File: src/rtl/eniq_pkg.sv
// Package for the encoder and button input qualifier.
// Holds the transaction types, register map, reset values and the half-step decoder table.
// No dependencies.
package eniq_pkg;

    // Register indices on the configuration port; the byte address is 4*index
    localparam int unsigned CFG_ADDR_W = 5;
    localparam int unsigned CFG_DATA_W = 32;
    localparam logic [2:0] REG_DEBOUNCE_TIME     = 3'd0;
    localparam logic [2:0] REG_LONG_PRESS_TIME   = 3'd1;
    localparam logic [2:0] REG_BACK_LONG_TIME    = 3'd2;
    localparam logic [2:0] REG_REVERSE_DIRECTION = 3'd3;
    localparam logic [2:0] REG_BUTTON_ACTIVE_LOW = 3'd4;

    // Register reset values
    localparam logic [15:0] DEBOUNCE_TIME_RST   = 16'd20;
    localparam logic [15:0] LONG_PRESS_TIME_RST = 16'd600;
    localparam logic [15:0] BACK_LONG_TIME_RST  = 16'd2000;
    localparam logic        REVERSE_DIR_RST     = 1'b0;
    localparam logic        ACTIVE_LOW_RST      = 1'b1;

    // Rotation codes
    localparam logic [1:0] ROT_NONE = 2'd0;
    localparam logic [1:0] ROT_CW   = 2'd1;
    localparam logic [1:0] ROT_CCW  = 2'd2;

    // One poll of the pins
    typedef struct packed {
        logic        pin_a;
        logic        pin_b;
        logic        button_level;
        logic        back_level;
        logic [31:0] now_ms;
    } in_item_t;

    // Events reported for one poll
    typedef struct packed {
        logic [1:0] rotation;
        logic       click;
        logic       long_press;
        logic       back_press;
        logic       back_long_press;
    } out_item_t;

    // Events from one debounced button
    typedef struct packed {
        logic long_hit;      // held past the long time
        logic press_edge;    // accepted press
        logic release_edge;  // accepted release with no long press before it
    } qual_evt_t;

    // Half-step decoder states
    typedef enum logic [2:0] {
        ST_START       = 3'd0,
        ST_CCW_BEGIN   = 3'd1,
        ST_CW_BEGIN    = 3'd2,
        ST_START_M     = 3'd3,
        ST_CW_BEGIN_M  = 3'd4,
        ST_CCW_BEGIN_M = 3'd5
    } dec_state_t;

    typedef enum logic [1:0] {
        EMIT_NONE = 2'd0,
        EMIT_CW   = 2'd1,
        EMIT_CCW  = 2'd2
    } dec_emit_t;

    typedef struct packed {
        dec_state_t nxt;
        dec_emit_t  emit;
    } dec_step_t;

    // Transition table; code is {pin_a, pin_b}. Unused state codes act as start.
    function automatic dec_step_t dec_step(input dec_state_t st, input logic [1:0] code);
        dec_step_t r;
        r.emit = EMIT_NONE;
        r.nxt  = ST_START;
        unique case (st)
            ST_CCW_BEGIN:
            begin
                case (code)
                    2'd0:    begin r.nxt = ST_START_M; r.emit = EMIT_CCW; end
                    2'd2:    r.nxt = ST_CCW_BEGIN;
                    default: r.nxt = ST_START;
                endcase
            end
            ST_CW_BEGIN:
            begin
                case (code)
                    2'd0:    begin r.nxt = ST_START_M; r.emit = EMIT_CW; end
                    2'd1:    r.nxt = ST_CW_BEGIN;
                    default: r.nxt = ST_START;
                endcase
            end
            ST_START_M:
            begin
                case (code)
                    2'd0:    r.nxt = ST_START_M;
                    2'd1:    r.nxt = ST_CCW_BEGIN_M;
                    2'd2:    r.nxt = ST_CW_BEGIN_M;
                    default: r.nxt = ST_START;
                endcase
            end
            ST_CW_BEGIN_M:
            begin
                case (code)
                    2'd2:    r.nxt = ST_CW_BEGIN_M;
                    2'd3:    begin r.nxt = ST_START; r.emit = EMIT_CW; end
                    default: r.nxt = ST_START_M;
                endcase
            end
            ST_CCW_BEGIN_M:
            begin
                case (code)
                    2'd1:    r.nxt = ST_CCW_BEGIN_M;
                    2'd3:    begin r.nxt = ST_START; r.emit = EMIT_CCW; end
                    default: r.nxt = ST_START_M;
                endcase
            end
            default:
            begin
                case (code)
                    2'd0:    r.nxt = ST_START_M;
                    2'd1:    r.nxt = ST_CW_BEGIN;
                    2'd2:    r.nxt = ST_CCW_BEGIN;
                    default: r.nxt = ST_START;
                endcase
            end
        endcase
        return r;
    endfunction

endpackage

File: src/rtl/eniq_debounce.sv
// Debounce and long-press qualifier for one button.
// State advances once per poll when step_en is high. Depends on eniq_pkg.
module eniq_debounce
    import eniq_pkg::*;
(
    input  logic        clk,
    input  logic        rst_n,
    input  logic        step_en,
    input  logic        raw,           // pressed meaning, not the pin level
    input  logic [31:0] now_ms,
    input  logic [15:0] debounce_time,
    input  logic [15:0] hold_time,
    output qual_evt_t   evt
);

    logic        last_raw_reg, last_raw_next;
    logic [31:0] change_time_reg, change_time_next;
    logic        stable_reg, stable_next;
    logic [31:0] press_time_reg, press_time_next;
    logic        long_done_reg, long_done_next;

    logic [31:0] since_change;
    logic [31:0] since_press;

    assign since_change = now_ms - change_time_reg;
    assign since_press  = now_ms - press_time_reg;

    // Per-poll qualification
    always_comb
    begin
        last_raw_next    = last_raw_reg;
        change_time_next = change_time_reg;
        stable_next      = stable_reg;
        press_time_next  = press_time_reg;
        long_done_next   = long_done_reg;
        evt              = '0;
        if (raw != last_raw_reg)
        begin
            // raw level moved: restart the settle window
            last_raw_next    = raw;
            change_time_next = now_ms;
        end
        else if (since_change < {16'd0, debounce_time})
        begin
            // still settling
        end
        else if (raw == stable_reg)
        begin
            if (stable_reg && !long_done_reg && (since_press >= {16'd0, hold_time}))
            begin
                long_done_next = 1'b1;
                evt.long_hit   = 1'b1;
            end
        end
        else
        begin
            stable_next = raw;
            if (raw)
            begin
                press_time_next = now_ms;
                long_done_next  = 1'b0;
                evt.press_edge  = 1'b1;
            end
            else
            begin
                evt.release_edge = !long_done_reg;
            end
        end
    end

    // State registers
    always_ff @(posedge clk or negedge rst_n)
    begin
        if (!rst_n)
        begin
            last_raw_reg    <= 1'b0;
            change_time_reg <= '0;
            stable_reg      <= 1'b0;
            press_time_reg  <= '0;
            long_done_reg   <= 1'b0;
        end
        else if (step_en)
        begin
            last_raw_reg    <= last_raw_next;
            change_time_reg <= change_time_next;
            stable_reg      <= stable_next;
            press_time_reg  <= press_time_next;
            long_done_reg   <= long_done_next;
        end
    end

endmodule

File: src/rtl/encoder_and_button_input_qualifier.sv
// Encoder and button input qualifier, top level.
// Depends on eniq_pkg and eniq_debounce.
//
// Usage:
//   Input channel (in_valid / in_stall / in_data) carries one poll of the
//   encoder pins, both button levels and a millisecond timestamp.
//   Output channel (out_valid / out_stall / out_data) returns exactly one
//   transaction per poll: rotation step and button events, zero when idle.
//   A poll is registered on acceptance, decoded from the input register and
//   its result lands in the output register. One poll per cycle is sustained
//   while the receiver does not stall; the limit is the single pass through
//   the decoder table and the two debounce compares.
//   If the receiver stalls, the output register holds; one more poll can
//   wait in the input register, after which in_stall goes high.
//   Configuration goes through the APB port (registers at 4*index). The user
//   must only write it with no poll in flight; the block does not enforce it.
//   Reset clears the decoder to its start state, both debouncers to
//   released, and restores the register defaults (20, 600, 2000, 0, 1).
module encoder_and_button_input_qualifier
    import eniq_pkg::*;
(
    input  logic                  clk,
    input  logic                  rst_n,
    // poll input
    input  logic                  in_valid,
    output logic                  in_stall,
    input  in_item_t              in_data,
    // result output
    output logic                  out_valid,
    input  logic                  out_stall,
    output out_item_t             out_data,
    // configuration
    input  logic                  psel,
    input  logic                  penable,
    input  logic                  pwrite,
    input  logic [CFG_ADDR_W-1:0] paddr,
    input  logic [CFG_DATA_W-1:0] pwdata,
    output logic [CFG_DATA_W-1:0] prdata,
    output logic                  pready
);

    // Configuration registers
    logic [15:0] debounce_time_reg;
    logic [15:0] long_press_time_reg;
    logic [15:0] back_long_time_reg;
    logic        reverse_dir_reg;
    logic        active_low_reg;

    logic        cfg_wr;
    logic [2:0]  cfg_idx;

    assign pready  = 1'b1;
    assign cfg_wr  = psel && penable && pwrite;
    assign cfg_idx = paddr[4:2];

    always_ff @(posedge clk or negedge rst_n)
    begin
        if (!rst_n)
        begin
            debounce_time_reg   <= DEBOUNCE_TIME_RST;
            long_press_time_reg <= LONG_PRESS_TIME_RST;
            back_long_time_reg  <= BACK_LONG_TIME_RST;
            reverse_dir_reg     <= REVERSE_DIR_RST;
            active_low_reg      <= ACTIVE_LOW_RST;
        end
        else if (cfg_wr)
        begin
            unique case (cfg_idx)
                REG_DEBOUNCE_TIME:     debounce_time_reg   <= pwdata[15:0];
                REG_LONG_PRESS_TIME:   long_press_time_reg <= pwdata[15:0];
                REG_BACK_LONG_TIME:    back_long_time_reg  <= pwdata[15:0];
                REG_REVERSE_DIRECTION: reverse_dir_reg     <= pwdata[0];
                REG_BUTTON_ACTIVE_LOW: active_low_reg      <= pwdata[0];
                default: ;
            endcase
        end
    end

    // Register readback
    always_comb
    begin
        unique case (cfg_idx)
            REG_DEBOUNCE_TIME:     prdata = {16'd0, debounce_time_reg};
            REG_LONG_PRESS_TIME:   prdata = {16'd0, long_press_time_reg};
            REG_BACK_LONG_TIME:    prdata = {16'd0, back_long_time_reg};
            REG_REVERSE_DIRECTION: prdata = {31'd0, reverse_dir_reg};
            REG_BUTTON_ACTIVE_LOW: prdata = {31'd0, active_low_reg};
            default:               prdata = '0;
        endcase
    end

    // Input register and pipeline handshake
    logic      in_valid_reg;
    in_item_t  in_item_reg;
    logic      advance;
    logic      in_acc;

    assign advance  = in_valid_reg && !(out_valid && out_stall);
    assign in_stall = in_valid_reg && !advance;
    assign in_acc   = in_valid && !in_stall;

    always_ff @(posedge clk or negedge rst_n)
    begin
        if (!rst_n)
        begin
            in_valid_reg <= 1'b0;
        end
        else
        begin
            in_valid_reg <= in_acc || (in_valid_reg && !advance);
        end
    end

    always_ff @(posedge clk)
    begin
        if (in_acc)
        begin
            in_item_reg <= in_data;
        end
    end

    // Half-step quadrature decoder
    dec_state_t dec_state_reg;
    dec_step_t  dec_res;
    logic [1:0] rotation;
    logic       cw;

    assign dec_res = dec_step(dec_state_reg, {in_item_reg.pin_a, in_item_reg.pin_b});
    assign cw      = (dec_res.emit == EMIT_CW) ^ reverse_dir_reg;

    always_comb
    begin
        if (dec_res.emit == EMIT_NONE)
        begin
            rotation = ROT_NONE;
        end
        else
        begin
            rotation = cw ? ROT_CW : ROT_CCW;
        end
    end

    always_ff @(posedge clk or negedge rst_n)
    begin
        if (!rst_n)
        begin
            dec_state_reg <= ST_START;
        end
        else if (advance)
        begin
            dec_state_reg <= dec_res.nxt;
        end
    end

    // Button qualifiers
    qual_evt_t btn_evt;
    qual_evt_t back_evt;
    logic      btn_raw;

    assign btn_raw = active_low_reg ? !in_item_reg.button_level : in_item_reg.button_level;

    eniq_debounce u_btn (
        .clk           (clk),
        .rst_n         (rst_n),
        .step_en       (advance),
        .raw           (btn_raw),
        .now_ms        (in_item_reg.now_ms),
        .debounce_time (debounce_time_reg),
        .hold_time     (long_press_time_reg),
        .evt           (btn_evt)
    );

    eniq_debounce u_back (
        .clk           (clk),
        .rst_n         (rst_n),
        .step_en       (advance),
        .raw           (!in_item_reg.back_level),
        .now_ms        (in_item_reg.now_ms),
        .debounce_time (debounce_time_reg),
        .hold_time     (back_long_time_reg),
        .evt           (back_evt)
    );

    // Result register
    out_item_t result;
    logic      out_valid_reg;
    out_item_t out_item_reg;

    always_comb
    begin
        result.rotation        = rotation;
        result.click           = btn_evt.release_edge;
        result.long_press      = btn_evt.long_hit;
        result.back_press      = back_evt.press_edge;
        result.back_long_press = back_evt.long_hit;
    end

    always_ff @(posedge clk or negedge rst_n)
    begin
        if (!rst_n)
        begin
            out_valid_reg <= 1'b0;
        end
        else if (advance)
        begin
            out_valid_reg <= 1'b1;
        end
        else if (!out_stall)
        begin
            out_valid_reg <= 1'b0;
        end
    end

    always_ff @(posedge clk)
    begin
        if (advance)
        begin
            out_item_reg <= result;
        end
    end

    assign out_valid = out_valid_reg;
    assign out_data  = out_item_reg;

endmodule

File: config.mk
export PLATFORM = sky130hd
export DESIGN_NAME = encoder_and_button_input_qualifier
export DESIGN_NICKNAME = d
export VERILOG_FILES = /design/src/rtl/eniq_pkg.sv /design/src/rtl/eniq_debounce.sv /design/src/rtl/encoder_and_button_input_qualifier.sv
export SDC_FILE = /design/constraint.sdc
export NUM_CORES = 1
export LEC_CHECK = 0
export BUFFER_PORTS_ARGS = -buffer_cell sky130_fd_sc_hd__buf_2
export CORE_MARGIN = 2
export CORE_UTILIZATION = 30
export CTS_CLUSTER_SIZE = 14
export DETAILED_ROUTE_END_ITERATION = 10
export HOLD_SLACK_MARGIN = 0.1
export SYNTH_ARGS = -nofsm -noshare
export SYNTH_HDL_FRONTEND = slang
export SYNTH_HIERARCHICAL = 1
export SYNTH_SLANG_ARGS = --single-unit
File: constraint.sdc
create_clock -name clk -period 5.9 [get_ports clk]
set_clock_uncertainty 0.2 [all_clocks]
set_input_delay 1.18 -clock clk [delete_from_list [all_inputs] [get_ports clk]]
set_output_delay 1.18 -clock clk [all_outputs]
set_load 0.03 [all_outputs]
==> results of run 1 <==
## stage by stage
step                      area, µm²  instances  setup TNS (ns)  utilization (%)
after global placement        21100       3042          -0.991             32.7
after detailed placement      21100       3042          -0.119             32.7
final                         22300       3107               0             34.5
after global routing          22300       3107           -1.11             34.5
after floorplan               19600       2120               0                -
after CTS                     22000       3098               0             34.1
## critical path: stages, from the launching register on
cell,delay [ns]
sky130_fd_sc_hd__edfxtp_1,0.40
sky130_fd_sc_hd__buf_4,0.20
sky130_fd_sc_hd__ha_1,0.38
sky130_fd_sc_hd__a21o_1,0.22
sky130_fd_sc_hd__a21oi_2,0.22
sky130_fd_sc_hd__nand2_1,0.11
sky130_fd_sc_hd__a31oi_1,0.30
sky130_fd_sc_hd__o21ai_0,0.19
sky130_fd_sc_hd__xor2_1,0.18
sky130_fd_sc_hd__ha_1,0.32
sky130_fd_sc_hd__a21o_1,0.18
sky130_fd_sc_hd__a21o_1,0.17
sky130_fd_sc_hd__a211oi_1,0.28
sky130_fd_sc_hd__a21oi_1,0.18
sky130_fd_sc_hd__a2111oi_0,0.34
sky130_fd_sc_hd__or4b_2,0.69
sky130_fd_sc_hd__o41ai_4,0.36
sky130_fd_sc_hd__nor2_4,0.08
sky130_fd_sc_hd__buf_12,0.19
sky130_fd_sc_hd__mux2_4,0.33
## cells in the final DEF, fill, tap and decap left out, drive strengths merged, types with 14 or more instances in the layout
cell,count
inv,231
ha,195
dfrtp,176
mux2,176
buf,168
a21oi,162
nor2,146
nand2,133
o21ai,111
xnor2,61
nand3,55
clkbuf,44
nand4,42
edfxtp,42
nor3,33
a21o,29
o21a,29
xor2,28
o211ai,25
mux2i,24
nand2b,23
a211oi,21
a31oi,19
and3,18
conb,17
nor2b,16
or3,14
## how the worst max path moves through the flow
stage	cells past startpoint	slack (ns)	start	end
after CTS	23	0.05	in_item_reg[0]$_DFFE_PP_	u_btn/press_time_reg[31]$_DFFE_PN0P_
after detailed placement	21	-0.06	in_item_reg[4]$_DFFE_PP_	out_data[2]$_DFFE_PP_
final	19	0.20	in_item_reg[3]$_DFFE_PP_	u_back/press_time_reg[25]$_DFFE_PN0P_
after global routing	24	-0.07	in_item_reg[1]$_DFFE_PP_	u_btn/press_time_reg[30]$_DFFE_PN0P_
after floorplan	25	0.40	in_item_reg[1]$_DFFE_PP_	u_btn/press_time_reg[10]$_DFFE_PN0P_
after global placement	24	-0.07	in_item_reg[1]$_DFFE_PP_	u_btn/press_time_reg[31]$_DFFE_PN0P_
## layer usage
metal	vias up	global-route usage [%]	wire length, µm	part of all wire [%]
met2	410	31.3	29600	48
met5	-	0	0	0
met4	0	5.44	1920	3.1
li1	7795	-	-	-
met3	109	1.77	2170	3.6
met1	8014	22.9	27400	45
## power groups by stage
stage | Clock, mW | Sequential [mW] | Combinational (mW)
2_1_floorplan | 0 | 2.45 | 5.70
3_3_place_gp | 0 | 2.54 | 7.36
3_5_place_dp | 0 | 2.56 | 7.51
4_1_cts | 1.83 | 2.54 | 7.56
5_1_grt | 1.90 | 2.61 | 8.61
6_report | 1.78 | 2.54 | 7.83
## what timing repair did
action / in CTS / in global routing
buffers inserted: 0 / 5
pin swaps: 1 / 14
cloned: 0 / 4
endpoints found under the setup margin: 23 / 66
endpoints found under the hold margin: 0 / 0
gates resized for setup: 2 / 31
## area by class of cell
type / instances / area (µm²)
multi-input cells: 1564 / 12200
fillers: 6669 / 42200
inverters: 229 / 860
repair buffers: 172 / 1180
well taps: 855 / 1070
clock inverters: 16 / 121
flip-flops and latches: 231 / 6010
clock buffers: 40 / 830
==> metrics.log, run 1 <==
INFO  metric reg2reg_to = u_back/press_time_reg[25]$_DFFE_PN0P_
INFO  metric setup_viol_count_final = 0
INFO  metric synthesis.yosys.warnings = 6
INFO  metric leakagePower = 10.0 nW
INFO  metric worst-endpoint-arrival = roughly 6.0 ns
INFO  metric die_y = 259 µm
INFO  metric vias_per_cell = 5.26
INFO  metric final_min_period_over_clock_period = 96.6%
INFO  metric cp-end-kind = register
INFO  metric critical_path_class = register to register
INFO  metric overflow = 0
INFO  metric globalRouteTotalUtil = 17.8%
INFO  metric critical_path.max_fanout = 32
INFO  metric finalHoldViolations = 0
INFO  metric whs_endpoint = u_btn/change_time_reg[1]$_DFFE_PN0P_
INFO  metric total_power = 12.2 mW
INFO  metric initial_utilization = 30.3%
INFO  metric worstRegToRegCells = 19
INFO  metric gp_congestion = 0.945
INFO  metric drt_wl_total = 61.1 mm
INFO  metric min_cycle_time_layout = around 5.7 ns
INFO  metric combinationalPowerShare = about 64%
INFO  metric clkLatencyLatePin = 0.60 ns
INFO  metric slew_at_the_pin_closest_to_its_max_slew_limit = 0.848 ns
INFO  metric design.core.area = 0.0645 mm²
INFO  metric rows = 93
INFO  metric boundaryPins = 121
INFO  metric final-max-slew-violation-count = 0
INFO  metric fmax = 175 MHz
INFO  metric grt_start_max_net_pins = 65
INFO  metric run_status = completed
INFO  metric cts_tree = built
INFO  metric num_cts_buffers = 30
INFO  metric max-cap-violations = 0
INFO  metric min_delay_src = u_btn/change_time_reg[1]$_DFFE_PN0P_
INFO  metric detail_route.iter0.violations = 1028
INFO  metric dieArea = 0.0672 mm²
INFO  metric postSynthAreaPerCell = approximately 9.3 µm²
INFO  metric switchingPower = 5.55 mW
INFO  metric timing.max_slew.rel_slack = approximately 43%
INFO  metric internal_power_of_the_cells = approximately 6.6 mW
INFO  metric post_route_cells_drive_above_1_share = between 20% and 30%
INFO  metric cts_max_path_buffers = 3
INFO  metric cts_hold_buffers = 0
INFO  metric first_pass_grt_wire_length = roughly 94 mm
INFO  metric power.sequential.fraction = 20.9%
INFO  metric power.clock.fraction = 14.7%
INFO  metric power_per_cell_area = 546 mW/mm²
INFO  metric drc_errors = 0
INFO  metric synth.cell_area = 0.0195 mm²
INFO  metric detailedRoute.firstPassIterationCount = 7
INFO  metric irDropWorstVdd = 0.288 mV
INFO  metric antenna_found_initial = 0
INFO  metric holdWs = 0.293 ns
INFO  metric first_global_vias = 16500
INFO  metric number_of_flip_flops_under_the_largest_register_name = 36
INFO  metric level_count_of_the_clock_h_tree = 1
INFO  metric io_buffer_count = 85
INFO  metric swShare = 45.7%
INFO  metric worstHoldPathCells = 2
INFO  metric startpoint_type = register
INFO  metric area_growth_from_synthesis_to_layout = 13.9%
INFO  metric die_width = 259 µm
INFO  metric worst_setup_hold_path_clk_slew = 0.06 ns
INFO  metric detail_route.wl_per_cell = roughly 20 µm
INFO  metric cts-root-buf = sky130_fd_sc_hd__clkbuf_16
INFO  metric clock-sinks = roughly 230
INFO  metric post_synthesis_cells = 2105
INFO  metric worstHoldPathType = register to register
INFO  metric layout_nets = 2507
INFO  metric timing.rr.start = in_item_reg[3]$_DFFE_PP_
INFO  metric post-place-ws = -0.0562 ns
INFO  metric cp_data_required_time = just over 6 ns
INFO  metric rsz_0062_raised_after_global_routing = true
INFO  metric detailroute.via_count = 16300
INFO  metric post-route-worst-setup-slack = 0.201 ns
INFO  metric reg2reg_slack = 0.20 ns
INFO  metric route.antenna.remaining_nets = 0
INFO  metric insertedDiodeCount = 0
INFO  metric hpwlAfterDp = between 40 and 50 mm
No activity file was read; power rests on OpenSTA's default activity.
==> run 2, diff against run 1 <==
Settings changed: SETUP_SLACK_MARGIN from default to 0.3.
Clock period 5.9 ns to 4.7 ns, I/O delays scaled along.
==> run 2 against run 1 <==
Effect of this change: the flow now finishes with violations (setup timing); final cell count rose by 7.8%; critical path depth up 2; core utilization increased by 3.6 points; first-iteration DRC count shrank 5.4%; count of clock-buffer cells in the layout down 2; global-route usage up 0.53 points; maximum frequency up 3.1%; via count up 6.3%; die area did not move; sequential power is 25% higher; highest routed layer is now met5.
==> metrics.log, run 2 (synthesis results as in run 1) <==
INFO  metric design.core.area = 0.0645 mm² (unchanged)
INFO  metric layout_nets = 2747 (+9.6%)
INFO  metric violations = setup timing
INFO  metric startpoint_type = register
INFO  metric cts-root-buf = sky130_fd_sc_hd__clkbuf_16
INFO  metric worst-endpoint-arrival = 5.81 ns (-0.14 ns)
INFO  metric detail_route.wl_per_cell = 18.7 µm (-4.9%)
INFO  metric number_of_flip_flops_under_the_largest_register_name = 36 (unchanged)
INFO  metric critical_path.slowest_cell = sky130_fd_sc_hd__or4b_4
INFO  metric max-cap-violations = 0 (unchanged)
INFO  metric post_route_cells_drive_above_1_share = 31.0% (+9.6 points)
INFO  metric setup_viol_count_final = 72 (+72)
INFO  metric worst_setup_hold_path_clk_slew = 0.06 ns (about the same)
INFO  metric most_used_cell_along_the_critical_path = sky130_fd_sc_hd__ha_1
INFO  metric cp-end-kind = register
INFO  metric die_y = 259 µm (unchanged)
INFO  metric detailedRoute.firstPassIterationCount = 5 (-2)
INFO  metric hpwlAfterDp = 49.7 mm (+4.7%)
INFO  metric detail_route.iter0.violations = 972 (-5.4%)
INFO  metric timing.max_slew.rel_slack = 33.4% (-9.3 points)
INFO  metric leakagePower = 11.3 nW (+12%)
INFO  metric detailroute.via_count = 17400 (+6.3%)
INFO  metric critical_path_class = register to register
INFO  metric run_status = finished with violations
INFO  metric finalHoldViolations = 0 (unchanged)
INFO  metric route.antenna.remaining_nets = 0 (unchanged)
INFO  metric level_count_of_the_clock_h_tree = 1 (unchanged)
INFO  metric placed_cells = 3258 (+7.1%)
INFO  metric final_min_period_over_clock_period = 118% (+21 points)
INFO  metric post-route-worst-setup-slack = -0.830 ns (-1.03 ns)
INFO  metric first_global_vias = 17700 (+7.3%)
INFO  metric rsz_0062_raised_after_global_routing = true
INFO  metric irDropWorstVdd = 0.351 mV (+22%)
INFO  metric cts_tree = built
INFO  metric grt_start_max_net_pins = 111 (+71%)
INFO  metric cts_hold_buffers = 0 (unchanged)
INFO  metric min_cycle_time_layout = 5.53 ns (-0.169 ns)
INFO  metric rows = 93 (unchanged)
INFO  metric clkLatencyLatePin = 0.59 ns (about the same)
INFO  metric holdWs = 0.274 ns (-0.0191 ns)
INFO  metric power_per_cell_area = 688 mW/mm² (+26%)
INFO  metric globalRouteTotalUtil = 18.3% (+0.53 points)
INFO  metric overflow = 0 (unchanged)
INFO  metric clock-sinks = 231 (unchanged)
INFO  metric worst_path_largest_cell_delay = 0.56 ns (-0.13 ns)
INFO  metric fmax = 181 MHz (+3.1%)
INFO  metric boundaryPins = 121 (unchanged)
INFO  metric gp_congestion = 0.949 (+0.35%)
INFO  metric cp_data_required_time = 4.98 ns (-1.17 ns)
INFO  metric final-max-slew-violation-count = 0 (unchanged)
INFO  metric post_layout_nonfiller_instances = 3350 (+7.8%)
INFO  metric worstHoldPathType = input port to asynchronous set/reset pin
INFO  metric die_width = 259 µm (unchanged)
INFO  metric critical_path.max_fanout = 8 (-75%)
INFO  metric io_buffer_count = 85 (unchanged)
INFO  metric final_util = 38.1% (+3.6 points)
INFO  metric first_pass_grt_wire_length = 97.4 mm (+3.1%)
INFO  metric layout_commonest_cell = sky130_fd_sc_hd__buf_4
INFO  metric antenna_found_initial = 4 (+4)
INFO  metric fin_setup_tns = -48.01 ns (-48.01 ns)
INFO  metric cts_max_path_buffers = 3 (unchanged)
INFO  metric area_growth_from_synthesis_to_layout = 25.7%
INFO  metric num_cts_buffers = 30 (unchanged)
INFO  metric drt_wl_total = 62.6 mm (+2.5%)
INFO  metric vias_per_cell = 5.18 (-1.4%)
INFO  metric slew_at_the_pin_closest_to_its_max_slew_limit = 0.999 ns (+0.150 ns)
INFO  metric layout_common_cells = sky130_fd_sc_hd__buf_4 (304), sky130_fd_sc_hd__inv_1 (225), sky130_fd_sc_hd__ha_1 (187)
INFO  metric initial_utilization = 30.3% (unchanged)
INFO  metric drc_errors = 0 (unchanged)
INFO  metric dieArea = 0.0672 mm² (unchanged)
INFO  metric crit_chain = ha_1, nor2b_4, o31a_1, o21ai_2, nand2_1, nand3_1, nand2_2, buf_4, xnor2_1, ha_1, and4_1, a221oi_2, a311oi_2, a2111oi_2, nand4_1, or4_1, or4b_4, o31ai_4, or3_4, clkbuf_16, mux2_4
-- run 2: cell type report --
class,count,area [µm²]
multi-input combinational,1564,12500
inverter,229,860
antenna,3,7.51
timing repair buffer,412,3120
clock inverter,18,155
fill,6438,39900
sequential,231,6010
clock buffer,38,843
tap,855,1070
-- run 2: timing repair --
action / 4_1_cts / 5_1_grt
cloned: 2 / 2
setup buffers: 19 / 10
pin swaps: 26 / 18
gates resized for setup: 63 / 35
setup endpoints to repair: 72 / 72
-- run 2: worst paths after layout --
check | start | endpoint | slack (ns) | cells past startpoint
worst min-delay path | rst_n | u_btn/press_time_reg[4]$_DFFE_PN0P_ | 0.27 | 1
worst min register to register | u_back/change_time_reg[0]$_DFFE_PN0P_ | u_back/change_time_reg[0]$_DFFE_PN0P_ | 0.30 | 2
worst max-delay path | in_item_reg[1]$_DFFE_PP_ | u_btn/press_time_reg[11]$_DFFE_PN0P_ | -0.83 | 21
min in group clk | u_back/change_time_reg[0]$_DFFE_PN0P_ | u_back/change_time_reg[0]$_DFFE_PN0P_ | 0.30 | 2
worst max register to register | in_item_reg[1]$_DFFE_PP_ | u_btn/press_time_reg[11]$_DFFE_PN0P_ | -0.83 | 21
max in group asynchronous | rst_n | u_btn/press_time_reg[21]$_DFFE_PN0P_ | 3.01 | 2
-- run 2: report_power, final --
group	internal, mW	switching [mW]	total, mW
clock	1.34	0.974	2.31
combinational	5.50	5.93	11.4
sequential	2.73	0.443	3.18
-- run 2: critical path: cells and delay by family (launching register included) --
| kind | cells | cell delay [ns] |
|---|---|---|
| flops | 1 | 0.42 |
| fa+ha+maj | 2 | 0.57 |
| compound gates | 6 | 1.42 |
| simple gates | 9 | 2.03 |
| buf+inv | 2 | 0.33 |
| mux | 1 | 0.30 |
| xor+xnor | 1 | 0.16 |
-- run 2: per-stage QoR --
step / setup slack [ns] / instance area [µm²] / power (mW)
after floorplan: -0.580 / 19700 / 10.3
after global placement: -0.962 / 22800 / 13.6
after detailed placement: -0.951 / 22800 / 13.8
after CTS: -0.784 / 24300 / 16.6
after global routing: -1.05 / 24600 / 18.3
final: -0.830 / 24600 / 16.9
-- run 2: layer usage --
metal  GRT usage (%)  vias to the layer above  part of all wire [%]
met1            24.2                     8514                    45
met4            5.09                        2                   2.7
met2            31.6                      435                    48
met5               0                        -                 0.021
li1                -                     8313                     -
met3            1.96                       99                   4.4
